[src/rtl/core/rdmc_pkg.sv]
package rdmc_pkg;

  localparam int MAX_SIZE    = 64;
  localparam int STACK_DEPTH = 1024;

  localparam int CW        = $clog2(MAX_SIZE);
  localparam int GS_W      = 7;
  localparam int VIS_DEPTH = MAX_SIZE * MAX_SIZE;
  localparam int VIS_AW    = 2 * CW;
  localparam int STK_AW    = $clog2(STACK_DEPTH);
  localparam int LVL_W     = STK_AW + 1;
  localparam int EPOCH_W   = 4;
  localparam int RND_W     = 8;

  localparam int PADDR_W   = 3;
  localparam int PDATA_W   = 32;
  localparam int REG_IDX_W = PADDR_W - 2;

  localparam logic [REG_IDX_W-1:0] REG_GRID_SIZE = REG_IDX_W'(0);
  localparam logic [GS_W-1:0]      GRID_RESET    = GS_W'(63);

  localparam logic ACT_START = 1'b0;
  localparam logic ACT_DRAW  = 1'b1;

  typedef logic [CW-1:0]      coord_t;
  typedef logic [EPOCH_W-1:0] epoch_t;

  localparam epoch_t EPOCH_MAX = '1;

  typedef enum logic [1:0] {
    KIND_OPEN     = 2'd0,
    KIND_DISCARD  = 2'd1,
    KIND_FINISHED = 2'd2
  } kind_t;

  typedef enum logic [1:0] {
    DIR_N = 2'd0,
    DIR_E = 2'd1,
    DIR_W = 2'd2,
    DIR_S = 2'd3
  } dir_t;

  typedef enum logic [3:0] {
    S_CLEAR,
    S_IDLE,
    S_START,
    S_NBR,
    S_NLAST,
    S_FIN,
    S_POP_RD,
    S_POP_CHK,
    S_VIS,
    S_OPEN_T
  } state_t;

  // bit0 north, bit1 east, bit2 west, bit3 south
  typedef struct packed {
    coord_t     x;
    coord_t     y;
    logic [3:0] mask;
  } frame_t;

  typedef struct packed {
    logic              we;
    logic [VIS_AW-1:0] waddr;
    epoch_t            wdata;
    logic [VIS_AW-1:0] raddr;
  } vis_req_t;

  typedef struct packed {
    logic              we;
    logic [STK_AW-1:0] waddr;
    frame_t            wdata;
    logic [STK_AW-1:0] raddr;
  } stk_req_t;

  // x mod 3 by reciprocal, exact for 8-bit x
  function automatic logic [1:0] mod3(input logic [RND_W-1:0] x);
    logic [15:0]      p;
    logic [RND_W-1:0] q;
    logic [RND_W-1:0] r;
    p = 16'(x) * 16'd171;
    q = RND_W'(p[15:9]);
    r = x - RND_W'(q * RND_W'(3));
    return r[1:0];
  endfunction

  function automatic dir_t pick_dir(input logic [3:0] mask, input logic [RND_W-1:0] rnd);
    logic [2:0] count;
    logic [1:0] k;
    logic [2:0] seen;
    dir_t       dir;
    count = 3'($countones(mask));
    seen  = '0;
    dir   = DIR_N;
    case (count)
      3'd1:    k = 2'd0;
      3'd2:    k = {1'b0, rnd[0]};
      3'd3:    k = mod3(rnd);
      default: k = rnd[1:0];
    endcase
    for (int b = 0; b < 4; b++) begin
      if (mask[b]) begin
        if (seen == {1'b0, k}) dir = dir_t'(2'(b));
        seen = seen + 3'd1;
      end
    end
    return dir;
  endfunction

endpackage

[src/rtl/core/rdmc_if.sv]
interface rdmc_item_if;
  import rdmc_pkg::*;
  logic             valid;
  logic             ready;
  logic             action;
  coord_t           start_x;
  coord_t           start_y;
  logic [RND_W-1:0] random_byte;

  modport source (output valid, action, start_x, start_y, random_byte, input ready);
  modport sink   (input valid, action, start_x, start_y, random_byte, output ready);
endinterface

interface rdmc_result_if;
  import rdmc_pkg::*;
  logic   valid;
  logic   ready;
  kind_t  kind;
  coord_t cell_x;
  coord_t cell_y;
  logic   last;

  modport source (output valid, kind, cell_x, cell_y, last, input ready);
  modport sink   (input valid, kind, cell_x, cell_y, last, output ready);
endinterface

[src/rtl/core/rdmc_ctrl.sv]
module rdmc_ctrl (
  input  logic                       clk,
  input  logic                       rst,
  input  logic [rdmc_pkg::GS_W-1:0]  grid_size,
  rdmc_item_if.sink                  item,
  rdmc_result_if.source              result,
  output rdmc_pkg::vis_req_t         vis_req,
  input  rdmc_pkg::epoch_t           vis_rdata,
  output rdmc_pkg::stk_req_t         stk_req,
  input  rdmc_pkg::frame_t           stk_rdata
);
  import rdmc_pkg::*;

  state_t              state, state_next;
  epoch_t              epoch, epoch_next;
  logic [LVL_W-1:0]    level, level_next;
  logic [VIS_AW-1:0]   clr_cnt, clr_cnt_next;
  logic                pend_start, pend_start_next;
  coord_t              tx, tx_next, ty, ty_next, wx, wx_next, wy, wy_next;
  logic [1:0]          nbr_idx, nbr_idx_next;
  logic [3:0]          nmask, nmask_next;
  logic [RND_W-1:0]    rnd, rnd_next;

  logic                res_valid;
  kind_t               res_kind;
  coord_t              res_x, res_y;
  logic                res_last;

  logic                emit;
  kind_t               emit_kind;
  coord_t              emit_x, emit_y;
  logic                emit_last;

  logic                out_free;
  logic [GS_W-1:0]     side;
  logic [3:0]          rng;
  logic                hit;
  logic [1:0]          chk_idx;
  coord_t              nb_x, nb_y;
  logic [LVL_W-1:0]    lvl_m1, lvl_m2;
  dir_t                dir;
  coord_t              ptx, pty, pwx, pwy;

  assign out_free = !res_valid || result.ready;
  assign side     = (grid_size > GS_W'(MAX_SIZE)) ? GS_W'(MAX_SIZE) : grid_size;
  assign hit      = (vis_rdata == epoch);
  assign lvl_m1   = level - LVL_W'(1);
  assign lvl_m2   = level - LVL_W'(2);
  assign chk_idx  = (state == S_NLAST) ? 2'd3 : nbr_idx - 2'd1;

  assign rng[0] = (ty >= coord_t'(2));
  assign rng[1] = ((GS_W'(tx) + GS_W'(2)) < side);
  assign rng[2] = (tx >= coord_t'(2));
  assign rng[3] = ((GS_W'(ty) + GS_W'(2)) < side);

  always_comb begin
    nb_x = tx;
    nb_y = ty;
    case (dir_t'(nbr_idx))
      DIR_N:   nb_y = ty - coord_t'(2);
      DIR_E:   nb_x = tx + coord_t'(2);
      DIR_W:   nb_x = tx - coord_t'(2);
      default: nb_y = ty + coord_t'(2);
    endcase
  end

  assign dir = pick_dir(stk_rdata.mask, rnd);

  always_comb begin
    ptx = stk_rdata.x;
    pty = stk_rdata.y;
    pwx = stk_rdata.x;
    pwy = stk_rdata.y;
    case (dir)
      DIR_N: begin
        pty = stk_rdata.y - coord_t'(2);
        pwy = stk_rdata.y - coord_t'(1);
      end
      DIR_E: begin
        ptx = stk_rdata.x + coord_t'(2);
        pwx = stk_rdata.x + coord_t'(1);
      end
      DIR_W: begin
        ptx = stk_rdata.x - coord_t'(2);
        pwx = stk_rdata.x - coord_t'(1);
      end
      default: begin
        pty = stk_rdata.y + coord_t'(2);
        pwy = stk_rdata.y + coord_t'(1);
      end
    endcase
  end

  always_comb begin
    state_next      = state;
    epoch_next      = epoch;
    level_next      = level;
    clr_cnt_next    = clr_cnt;
    pend_start_next = pend_start;
    tx_next         = tx;
    ty_next         = ty;
    wx_next         = wx;
    wy_next         = wy;
    nbr_idx_next    = nbr_idx;
    nmask_next      = nmask;
    rnd_next        = rnd;
    emit            = 1'b0;
    emit_kind       = KIND_OPEN;
    emit_x          = '0;
    emit_y          = '0;
    emit_last       = 1'b0;
    vis_req         = '{we: 1'b0, waddr: {ty, tx}, wdata: epoch, raddr: {ty, tx}};
    stk_req         = '{we: 1'b0, waddr: lvl_m1[STK_AW-1:0], wdata: stk_rdata,
                        raddr: lvl_m1[STK_AW-1:0]};
    case (state)
      S_CLEAR: begin
        vis_req.we    = 1'b1;
        vis_req.waddr = clr_cnt;
        vis_req.wdata = '0;
        clr_cnt_next  = clr_cnt + VIS_AW'(1);
        if (&clr_cnt) begin
          epoch_next      = epoch_t'(1);
          pend_start_next = 1'b0;
          state_next      = pend_start ? S_START : S_IDLE;
        end
      end
      S_IDLE: begin
        if (item.valid) begin
          if (item.action == ACT_START) begin
            level_next = '0;
            tx_next    = item.start_x;
            ty_next    = item.start_y;
            if (epoch == EPOCH_MAX) begin
              clr_cnt_next    = '0;
              pend_start_next = 1'b1;
              state_next      = S_CLEAR;
            end else begin
              epoch_next = epoch + epoch_t'(1);
              state_next = S_START;
            end
          end else begin
            rnd_next   = item.random_byte;
            state_next = (level == '0) ? S_FIN : S_POP_RD;
          end
        end
      end
      S_START: begin
        if (GS_W'(tx) >= side || GS_W'(ty) >= side) begin
          state_next = S_IDLE;
        end else if (out_free) begin
          vis_req.we   = 1'b1;
          emit         = 1'b1;
          emit_x       = tx;
          emit_y       = ty;
          emit_last    = 1'b1;
          nbr_idx_next = '0;
          state_next   = S_NBR;
        end
      end
      S_NBR: begin
        vis_req.raddr = {nb_y, nb_x};
        if (nbr_idx != 2'd0) nmask_next[chk_idx] = rng[chk_idx] && !hit;
        nbr_idx_next = nbr_idx + 2'd1;
        if (nbr_idx == 2'd3) state_next = S_NLAST;
      end
      S_NLAST: begin
        if (level < LVL_W'(STACK_DEPTH)) begin
          stk_req.we    = 1'b1;
          stk_req.waddr = level[STK_AW-1:0];
          stk_req.wdata = '{x: tx, y: ty, mask: {rng[3] && !hit, nmask[2:0]}};
          level_next    = level + LVL_W'(1);
        end
        state_next = S_IDLE;
      end
      S_FIN: begin
        if (out_free) begin
          emit       = 1'b1;
          emit_kind  = KIND_FINISHED;
          emit_last  = 1'b1;
          state_next = S_IDLE;
        end
      end
      S_POP_RD: begin
        state_next = S_POP_CHK;
      end
      S_POP_CHK: begin
        if (stk_rdata.mask == 4'd0) begin
          level_next    = lvl_m1;
          stk_req.raddr = lvl_m2[STK_AW-1:0];
          if (level == LVL_W'(1)) state_next = S_FIN;
        end else begin
          stk_req.we         = 1'b1;
          stk_req.wdata.mask = stk_rdata.mask & ~(4'd1 << dir);
          tx_next            = ptx;
          ty_next            = pty;
          wx_next            = pwx;
          wy_next            = pwy;
          vis_req.raddr      = {pty, ptx};
          state_next         = S_VIS;
        end
      end
      S_VIS: begin
        if (out_free) begin
          emit = 1'b1;
          if (hit) begin
            emit_kind  = KIND_DISCARD;
            emit_last  = 1'b1;
            state_next = S_IDLE;
          end else begin
            vis_req.we    = 1'b1;
            vis_req.waddr = {wy, wx};
            emit_x        = wx;
            emit_y        = wy;
            state_next    = S_OPEN_T;
          end
        end
      end
      S_OPEN_T: begin
        if (out_free) begin
          vis_req.we   = 1'b1;
          emit         = 1'b1;
          emit_x       = tx;
          emit_y       = ty;
          emit_last    = 1'b1;
          nbr_idx_next = '0;
          state_next   = S_NBR;
        end
      end
      default: begin
        state_next = S_IDLE;
      end
    endcase
  end

  always_ff @(posedge clk) begin
    if (rst) begin
      state      <= S_CLEAR;
      epoch      <= '0;
      level      <= '0;
      clr_cnt    <= '0;
      pend_start <= 1'b0;
      res_valid  <= 1'b0;
    end else begin
      state      <= state_next;
      epoch      <= epoch_next;
      level      <= level_next;
      clr_cnt    <= clr_cnt_next;
      pend_start <= pend_start_next;
      if (emit) res_valid <= 1'b1;
      else if (result.ready) res_valid <= 1'b0;
    end
  end

  always_ff @(posedge clk) begin
    tx      <= tx_next;
    ty      <= ty_next;
    wx      <= wx_next;
    wy      <= wy_next;
    nbr_idx <= nbr_idx_next;
    nmask   <= nmask_next;
    rnd     <= rnd_next;
    if (emit) begin
      res_kind <= emit_kind;
      res_x    <= emit_x;
      res_y    <= emit_y;
      res_last <= emit_last;
    end
  end

  assign item.ready    = (state == S_IDLE);
  assign result.valid  = res_valid;
  assign result.kind   = res_kind;
  assign result.cell_x = res_x;
  assign result.cell_y = res_y;
  assign result.last   = res_last;

  a_level_bound: assert property (@(posedge clk) disable iff (rst)
    level <= LVL_W'(STACK_DEPTH))
    else $error("stack level beyond depth");

  a_epoch_live: assert property (@(posedge clk) disable iff (rst)
    state != S_CLEAR |-> epoch != '0)
    else $error("zero epoch outside clearing pass");

  a_vis_mark: assert property (@(posedge clk) disable iff (rst)
    vis_req.we && state != S_CLEAR |-> vis_req.wdata == epoch)
    else $error("visited write with stale epoch");

  a_stk_level: assert property (@(posedge clk) disable iff (rst)
    stk_req.we |=> level != '0)
    else $error("frame written with empty stack");

  a_emit_room: assert property (@(posedge clk) disable iff (rst)
    emit |-> out_free)
    else $error("result overwritten before transfer");

endmodule
[src/flat_wrapper.sv]
// flat-port wrapper written by rule: the top's interface ports become plain ports
module rdmc_ctrl_flat import rdmc_pkg::*;
  (clk, rst, grid_size, vis_req, vis_rdata, stk_req, stk_rdata, item_valid, item_action, item_start_x, item_start_y, item_random_byte, item_ready, result_valid, result_kind, result_cell_x, result_cell_y, result_last, result_ready);
  rdmc_item_if item_i ();
  rdmc_result_if result_i ();
  input  logic clk;
  input  logic rst;
  input  logic [rdmc_pkg::GS_W-1:0] grid_size;
  output rdmc_pkg::vis_req_t vis_req;
  input  rdmc_pkg::epoch_t vis_rdata;
  output rdmc_pkg::stk_req_t stk_req;
  input  rdmc_pkg::frame_t stk_rdata;
  input wire logic [$bits(item_i.valid)-1:0] item_valid;
  input wire logic [$bits(item_i.action)-1:0] item_action;
  input wire logic [$bits(item_i.start_x)-1:0] item_start_x;
  input wire logic [$bits(item_i.start_y)-1:0] item_start_y;
  input wire logic [$bits(item_i.random_byte)-1:0] item_random_byte;
  output wire logic [$bits(item_i.ready)-1:0] item_ready;
  output wire logic [$bits(result_i.valid)-1:0] result_valid;
  output wire logic [$bits(result_i.kind)-1:0] result_kind;
  output wire logic [$bits(result_i.cell_x)-1:0] result_cell_x;
  output wire logic [$bits(result_i.cell_y)-1:0] result_cell_y;
  output wire logic [$bits(result_i.last)-1:0] result_last;
  input wire logic [$bits(result_i.ready)-1:0] result_ready;
  assign item_i.valid = item_valid;
  assign item_i.action = item_action;
  assign item_i.start_x = item_start_x;
  assign item_i.start_y = item_start_y;
  assign item_i.random_byte = item_random_byte;
  assign item_ready = item_i.ready;
  assign result_valid = result_i.valid;
  assign result_kind = result_i.kind;
  assign result_cell_x = result_i.cell_x;
  assign result_cell_y = result_i.cell_y;
  assign result_last = result_i.last;
  assign result_i.ready = result_ready;
  rdmc_ctrl u_core (.clk(clk), .rst(rst), .grid_size(grid_size), .item(item_i), .result(result_i), .vis_req(vis_req), .vis_rdata(vis_rdata), .stk_req(stk_req), .stk_rdata(stk_rdata));
endmodule
[config.mk]
export PLATFORM = sky130hd
export DESIGN_NAME = rdmc_ctrl_flat
export DESIGN_NICKNAME = d
export VERILOG_FILES = /design/src/rtl/core/rdmc_pkg.sv /design/src/rtl/core/rdmc_if.sv /design/src/rtl/core/rdmc_ctrl.sv /design/src/flat_wrapper.sv
export SDC_FILE = /design/constraint.sdc
export NUM_CORES = 1
export LEC_CHECK = 0
export BUFFER_PORTS_ARGS = -buffer_cell sky130_fd_sc_hd__buf_4
export CAP_MARGIN = 0
export CORE_UTILIZATION = 32
export CTS_BUF_LIST = sky130_fd_sc_hd__clkbuf_2 sky130_fd_sc_hd__clkbuf_4 sky130_fd_sc_hd__clkbuf_8
export DETAILED_ROUTE_END_ITERATION = 6
export PLACE_DENSITY = 0.51
export SLEW_MARGIN = 20
export SYNTH_ARGS = -nofsm -noshare
export SYNTH_HDL_FRONTEND = slang
export SYNTH_SLANG_ARGS = --single-unit
[constraint.sdc]
create_clock -name clk -period 10.9 [get_ports clk]
set_input_delay 2.18 -clock clk [delete_from_list [all_inputs] [get_ports clk]]
set_output_delay 2.18 -clock clk [all_outputs]
set_load 0.02 [all_outputs]
==> load_flow_metrics.sql, run 1 <==
INSERT INTO impl_metrics (metric_group, metric, value, unit) VALUES
('run_status', 'run_status', 'finished clean', ''),
('timing', 'fin_ws', '0.606', 'ns'),
('setup_path', 'worst_path_max_delay_cell', 'sky130_fd_sc_hd__edfxtp_1', ''),
('synthesis', 'postSynthCellCount', '962', ''),
('setup_path', 'worstPathArrival', '8.11', 'ns'),
('placed_design', 'pre_cts_ws', '0.651', 'ns'),
('synthesis', 'syn_nets', '1112', ''),
('global_route', 'global_route.overflow_total', '0', ''),
('detailed_routing', 'routed-wl-met2', '11.3', 'mm'),
('placed_design', 'dp.final_hpwl', '19.0', 'mm'),
('die', 'die_area', '0.0256', 'mm2'),
('timing', 'maxSlewHeadroom', '36.6', '%'),
('power_and_ir_drop', 'leakage_dissipation', '4.18', 'nW'),
('placed_design', 'finalWeightedCongestion', '0.845', ''),
('setup_path', 'worstSetupPathType', 'register to output pin', ''),
('cts', 'cts_stage_hold_buffer_count', '0', ''),
('setup_path', 'worst_setup_path_endpoint', 'vis_req[11]', ''),
('cts', 'root_buffer', 'sky130_fd_sc_hd__clkbuf_8', ''),
('cts', 'cts_buffer_depth', '2', ''),
('global_route', 'number_of_global_route_vias_before_repair', '7125', ''),
('power_and_ir_drop', 'ir_drop', '0.0000994', 'V'),
('placed_design', 'placedCellCount', '1379', ''),
('die', 'floorplan.rows', '57', ''),
('global_route', 'grt_pass1_wl', '40.0', 'mm'),
('cts', 'tritoncts', 'done', ''),
('timing', 'setup_repair_after_global_routing_missed_its_margin', 'false', ''),
('layout', 'final_net_count', '1216', ''),
('detailed_routing', 'totalWireLength', '24.9', 'mm'),
('layout', 'post_route_cells_drive_above_1_share', '16.9', '%'),
('detailed_routing', 'drt_iter0_drc', '480', ''),
('die', 'num_io_pins', '135', ''),
('layout', 'layoutNonFillerInstCount', '1395', ''),
('setup_path', 'crit_path_start', 'u_core.rnd[1]', ''),
('detailed_routing', 'met3_wirelength', '1.23', 'mm'),
('synthesis', 'yosysTopAreaCellShare', '19.6', '%'),
('timing', 'worst-slew-pin-transition', '0.927', 'ns'),
('layout', 'layout.filler_cells', '2606', ''),
('synthesis', 'syn_area_per_cell', '8.29', 'um2'),
('detailed_routing', 'top_layer_used', 'met4', ''),
('setup_path', 'worst_ep_required_time', '8.72', 'ns'),
('synthesis', 'synthDistinctLibCells', '74', ''),
('die', 'core_area', '0.0244', 'mm2'),
('cts', 'clk_lat_worst_skew', '0.40', 'ns'),
('synthesis', 'seq_area_frac_synth', '27.9', '%'),
('synthesis', 'synth.cell_area', '0.00798', 'mm2'),
('worst_hold_path', 'holdCritPathClass', 'register to register', ''),
('timing', 'totalNegativeSetupSlack', '0', 'ns'),
('global_route', 'maximum_number_of_pins_on_one_net_before_global_route_repair', '39', ''),
('setup_path', 'critPathLaunchType', 'register', ''),
('die', 'fp.dieH', '160', 'um'),
('layout', 'synthToLayoutAreaGrowth', '18.8', '%'),
('timing', 'achievable_freq', '97.1', 'MHz'),
('synthesis', 'ys_top_cells_by_count', 'sky130_fd_sc_hd__nand2_1 (117), sky130_fd_sc_hd__inv_1 (87), sky130_fd_sc_hd__ha_1 (83)', ''),
('die', 'die_width', '160', 'um'),
('detailed_routing', 'wire_per_inst', '17.9', 'um'),
('timing', 'finalSetupViolations', '0', ''),
('die', 'initial_core_util', '32.7', '%'),
('global_route', 'grt_util_all_layers', '19.8', '%'),
('synthesis', 'ys.warnings.count', '0', ''),
('setup_path', 'reg2regPathDepth', '31', ''),
('layout', 'area_used_by_multi_input_combinational_logic', '0.00522', 'mm2'),
('detailed_routing', 'detailroute.via_count', '7290', ''),
('synthesis', 'ys_top_cells_by_area', 'sky130_fd_sc_hd__edfxtp_1 (20%), sky130_fd_sc_hd__ha_1 (13%), sky130_fd_sc_hd__dfxtp_1 (8.3%), sky130_fd_sc_hd__nand2_1 (5.5%), sky130_fd_sc_hd__xnor2_1 (4.7%)', ''),
('setup_path', 'maximum_fanout_along_the_worst_path', '9', ''),
('timing', 'skew', '0.0191', 'ns'),
('synthesis', 'synth-edff-count', '52', ''),
('cts', 'cts_sinks', '85', ''),
('setup_path', 'worst-r2r-setup-slack', '3.29', 'ns'),
('detailed_routing', 'remaining_drc_errors', '0', ''),
('timing', 'final.min_clock_period', '10.29', 'ns'),
('synthesis', 'synthMostInstantiatedCell', 'sky130_fd_sc_hd__nand2_1', '');
metal layers:
metal | vias up | track usage (%)
li1 | 3628 | -
met1 | 3438 | 28.0
met2 | 201 | 31.8
met3 | 23 | 2.81
met4 | 0 | 4.89
met5 | - | 0
through the flow:
stage / utilization [%] / cell area (um2) / power [mW] / hold slack (ns)
after floorplan: - / 7980 / 1.56 / 0.466
after global routing: 38.9 / 9480 / 2.46 / 0.563
final: 38.9 / 9480 / 2.27 / 0.516
after detailed placement: 38.0 / 9270 / 2.02 / 0.494
after global placement: 38.0 / 9270 / 2.02 / 0.486
after CTS: 38.8 / 9470 / 2.27 / 0.515
cell families after synthesis:
group           synth area share [%]
buf+inv                         7.04
simple gates                    17.9
fa+ha+maj                       16.8
xor+xnor                        8.23
compound gates                  20.9
flops                           27.9
mux                             1.30
final cells by class:
class / instances / area share, %
clock inverter: 7 / 0.805
inverter: 88 / 3.48
multi-input combinational: 735 / 55.0
timing repair buffer: 147 / 11.6
sequential: 85 / 23.4
clock buffer: 9 / 1.31
tap: 324 / 4.28
how the worst min path moves through the flow:
| stage | startpoint | to | slack [ns] | depth (start not counted) |
|---|---|---|---|---|
| global route | u_core.clr_cnt[8] | u_core.clr_cnt[8] | 0.56 | 2 |
| global placement | u_core.clr_cnt[10] | u_core.clr_cnt[10] | 0.49 | 2 |
| finish | u_core.clr_cnt[8] | u_core.clr_cnt[8] | 0.52 | 2 |
| detailed placement | u_core.clr_cnt[8] | u_core.clr_cnt[8] | 0.49 | 2 |
| CTS | u_core.clr_cnt[8] | u_core.clr_cnt[8] | 0.51 | 2 |
| floorplan | u_core.clr_cnt[10] | u_core.clr_cnt[10] | 0.47 | 2 |
critical path: cells and delay by family (launching register included):
kind / cells / cell delay (ns)
adders and majority gates: 9 / 3.45
AOI/OAI and AO/OA: 9 / 1.88
xor gates and xnor gates: 4 / 0.68
DFF: 1 / 0.55
and+or+nand+nor: 4 / 0.46
buffers and inverters: 5 / 0.40
muxes: 1 / 0.30
registers in the layout, summed over array words and instances, names as in the netlist, 3 cells and up:
| signal | count |
|---|---|
| u_core.clr_cnt | 12 |
| u_core.level | 11 |
| u_core.rnd | 8 |
| u_core.result.cell_x | 6 |
| u_core.result.cell_y | 6 |
| u_core.tx | 6 |
| u_core.ty | 6 |
| u_core.wx | 6 |
| u_core.wy | 6 |
| u_core.epoch | 4 |
| u_core.state | 4 |
| u_core.nmask | 3 |
layout by cell type, fill, tap and decap left out, drive strengths merged, types with 12 or more instances in the layout:
master / count
a21oi: 60
xnor2: 43
inv: 91
nor2b: 15
a21o: 14
dfxtp: 33
nand3: 29
a211oi: 13
buf: 147
a22o: 16
xor2: 32
a222oi: 12
nor3: 19
o21ai: 58
nor2: 73
fa: 15
edfxtp: 52
ha: 83
and3: 15
nand2: 117
power by group:
part	internal, mW	leakage (nW)	switching [mW]	total [mW]
clock	0.0913	0.103	0.150	0.242
combinational	0.641	3.33	0.897	1.54
sequential	0.412	0.744	0.0760	0.488
what timing repair did:
action / 4_1_cts / 5_1_grt
endpoints found under the hold margin: 0 / 0
resized for setup: 0 / 3
endpoints found under the setup margin: 0 / 5
setup buffers: 0 / 0
(Power assumes the default switching activity.)
==> run 2, diff against run 1 <==
--- a/config.mk
+++ b/config.mk
@@ -5,12 +5,12 @@
 export SDC_FILE = /design/constraint.sdc
 export NUM_CORES = 1
 export LEC_CHECK = 0
-export BUFFER_PORTS_ARGS = -buffer_cell sky130_fd_sc_hd__buf_4
-export CAP_MARGIN = 0
+export CAP_MARGIN = 20
 export CORE_UTILIZATION = 32
 export CTS_BUF_LIST = sky130_fd_sc_hd__clkbuf_2 sky130_fd_sc_hd__clkbuf_4 sky130_fd_sc_hd__clkbuf_8
 export DETAILED_ROUTE_END_ITERATION = 6
-export PLACE_DENSITY = 0.51
+export DONT_BUFFER_PORTS = 1
+export PLACE_DENSITY = 0.47
 export SLEW_MARGIN = 20
 export SYNTH_ARGS = -nofsm -noshare
 export SYNTH_HDL_FRONTEND = slang
==> constraint.sdc (replaced) <==
create_clock -name clk -period 9.7 [get_ports clk]
set_input_delay 1.94 -clock clk [delete_from_list [all_inputs] [get_ports clk]]
set_output_delay 1.94 -clock clk [all_outputs]
set_load 0.02 [all_outputs]
==> load_flow_metrics.sql, run 2 (synthesis results as in run 1) <==
INSERT INTO impl_metrics (metric_group, metric, value, unit) VALUES
('run_status', 'run_status', 'finished clean', ''),
('job', 'maxCapViolations', '0', ''),
('global_route', 'global_route.overflow_total', '0', ''),
('cts', 'clock_buffer_count_from_cts', '9', ''),
('power_and_ir_drop', 'design_power_total', '2.44', 'mW'),
('timing', 'skew', '0.0152', 'ns'),
('setup_path', 'worstPathArrival', '7.34', 'ns'),
('layout', 'mostFrequentLayoutCell', 'sky130_fd_sc_hd__nand2_1', ''),
('timing', 'fin_crit_sh', '95.6', '%'),
('placed_design', 'finalWeightedCongestion', '0.836', ''),
('global_route', 'maximum_number_of_pins_on_one_net_before_global_route_repair', '38', ''),
('timing', 'timing_hold_violations_final', '0', ''),
('timing', 'final_max_slew_viol_count', '0', ''),
('layout', 'most-common-layout-cells', 'sky130_fd_sc_hd__nand2_1 (117), sky130_fd_sc_hd__inv_1 (86), sky130_fd_sc_hd__ha_1 (76)', ''),
('cts', 'h-tree-depth', '3', ''),
('cts', 'cts_buffer_depth', '2', ''),
('power_and_ir_drop', 'leakage_dissipation', '3.61', 'nW'),
('layout', 'synthToLayoutAreaGrowth', '8.73', '%'),
('setup_path', 'reg2regPathDepth', '34', ''),
('timing', 'fin_ws', '0.423', 'ns'),
('cts', 'root_buffer', 'sky130_fd_sc_hd__clkbuf_8', ''),
('setup_path', 'maximum_fanout_along_the_worst_path', '6', ''),
('die', 'die_area', '0.0256', 'mm2'),
('setup_path', 'crit_path_max_incr_delay', '0.53', 'ns'),
('setup_path', 'worstSetupPathType', 'register to output pin', ''),
('placed_design', 'placedCellCount', '1252', ''),
('setup_path', 'worst-r2r-setup-slack', '2.74', 'ns'),
('cts', 'clk_lat_worst_skew', '0.39', 'ns'),
('power_and_ir_drop', 'ir_drop', '0.0000882', 'V'),
('worst_hold_path', 'hold_start', 'u_core.clr_cnt[8]', ''),
('global_route', 'grt_util_all_layers', '19.3', '%'),
('placed_design', 'io_buffer_count', '0', ''),
('layout', 'post_route_cells_drive_above_1_share', '7.57', '%'),
('worst_hold_path', 'holdCritPathClass', 'register to register', ''),
('layout', 'largestRegisters', 'u_core.clr_cnt: 12 flops, u_core.level: 11 flops, u_core.rnd: 8 flops', ''),
('setup_path', 'cp-end-kind', 'output pin', ''),
('detailed_routing', 'drt_iter0_drc', '582', ''),
('timing', 'achievable_freq', '108', 'MHz'),
('detailed_routing', 'wire_per_inst', '19.3', 'um'),
('layout', 'final_net_count', '1096', ''),
('die', 'core_area', '0.0244', 'mm2'),
('cts', 'cts_sinks', '85', ''),
('global_route', 'antenna_violations_before_repair', '0', ''),
('detailed_routing', 'detailroute.via_count', '6813', ''),
('layout', 'layout.filler_cells', '2591', ''),
('detailed_routing', 'remaining_drc_errors', '0', ''),
('setup_path', 'critPathLaunchType', 'register', ''),
('die', 'die_width', '160', 'um'),
('die', 'initial_core_util', '32.7', '%'),
('timing', 'finalSetupViolations', '0', ''),
('setup_path', 'worst_ep_required_time', '7.76', 'ns'),
('layout', 'layoutNonFillerInstCount', '1275', ''),
('global_route', 'number_of_global_route_vias_before_repair', '6644', ''),
('global_route', 'grt_pass1_wl', '38.4', 'mm'),
('detailed_routing', 'vias_per_cell', '5.34', ''),
('layout', 'registers.top_by_ff_count', 'u_core.clr_cnt', ''),
('detailed_routing', 'dr.pass1.iters', '5', ''),
('die', 'floorplan.rows', '57', ''),
('layout', 'antennaDiodeCount', '0', ''),
('layout', 'largest_register_ffs', '12', ''),
('cts', 'clkTransAtPathRegs', '0.10', 'ns'),
('timing', 'maxSlewHeadroom', '38.0', '%'),
('detailed_routing', 'final_antenna_net_count', '0', ''),
('power_and_ir_drop', 'power_density_cells', '281', 'mW/mm2'),
('timing', 'worst_hold_slack', '0.520', 'ns'),
('setup_path', 'r2r_end', 'u_core.wy[5]', ''),
('setup_path', 'worst_path_max_delay_cell', 'sky130_fd_sc_hd__fa_1', ''),
('layout', 'end_of_flow_core_utilization', '35.6', '%'),
('setup_path', 'timing.rr.start', 'u_core.rnd[1]', ''),
('placed_design', 'dp.final_hpwl', '18.8', 'mm'),
('placed_design', 'pre_cts_ws', '0.269', 'ns'),
('die', 'fp.dieH', '160', 'um'),
('detailed_routing', 'totalWireLength', '24.7', 'mm'),
('worst_hold_path', 'hold_depth', '2', ''),
('timing', 'worst-slew-pin-transition', '0.906', 'ns'),
('timing', 'final.min_clock_period', '9.28', 'ns'),
('worst_hold_path', 'hold_end', 'u_core.clr_cnt[8]', ''),
('die', 'num_io_pins', '135', ''),
('cts', 'tritoncts', 'done', '');
## run 2: cell count changes in the layout (fill, tap and decap cells not counted), moves of 2 or more
cell / change
sky130_fd_sc_hd__buf_4: -121
sky130_fd_sc_hd__xor2_2: +2
sky130_fd_sc_hd__ha_1: -6
sky130_fd_sc_hd__ha_2: +2
sky130_fd_sc_hd__ha_4: +4
sky130_fd_sc_hd__xor2_1: -2
## run 2: area by class of cell
cell class                 count  area (um2)  area share (%)
clock buffer                   9         124            1.43
clock inverter                 7        76.3           0.880
inverter                      88         330            3.81
multi-input combinational    735        5310            61.2
sequential                    85        2220            25.6
tap                          324         405            4.67
timing repair buffer          27         206            2.38
## run 2: repair_timing
item,4_1_cts,5_1_grt
setup buffers,2,5
gates resized for setup,2,17
hold buffers,0,0
endpoints found under the setup margin,2,4
pin swaps,1,8
## run 2: worst max path at each step
stage / from / end / slack [ns]
floorplan: u_core.rnd[1] / vis_req[5] / 0.45
global placement: u_core.rnd[3] / vis_req[11] / 0.42
detailed placement: u_core.rnd[3] / vis_req[11] / 0.27
CTS: u_core.rnd[1] / vis_req[11] / 0.05
global route: u_core.rnd[1] / vis_req[11] / -0.004
finish: u_core.rnd[1] / vis_req[11] / 0.42
## run 2: worst max-delay path, delay by kind of cell (launching register included)
kind	cells	cell delay, ns
adder cells (fa/ha/maj)	9	3.05
AND/OR/NAND/NOR	5	0.61
flip-flops	1	0.44
AO/OA/AOI/OAI	9	1.34
multiplexers	1	0.29
XOR/XNOR	4	0.63
buffers and inverters	6	0.58
## run 2: per-stage QoR
step                      TNS (ns)  cell area (um2)
final                            0             8680
after global routing      -0.00367             8680
after CTS                        0             8540
after detailed placement         0             8310
after global placement           0             8310
after floorplan                  0             7980
## run 2: power breakdown
| group | internal, mW | total (mW) | switching (mW) |
|---|---|---|---|
| clock network | 0.103 | 0.266 | 0.163 |
| registers | 0.464 | 0.570 | 0.105 |
| logic | 0.641 | 1.60 | 0.963 |
## run 2: per-layer routing
layer / GRT usage, % / part of all wire (%) / vias to the layer above
met5: 0 / 0 / -
met4: 5.02 / 1.6 / 0
met3: 3.51 / 4.3 / 23
met2: 30.5 / 45 / 170
met1: 26.9 / 49 / 3241
li1: - / - / 3379
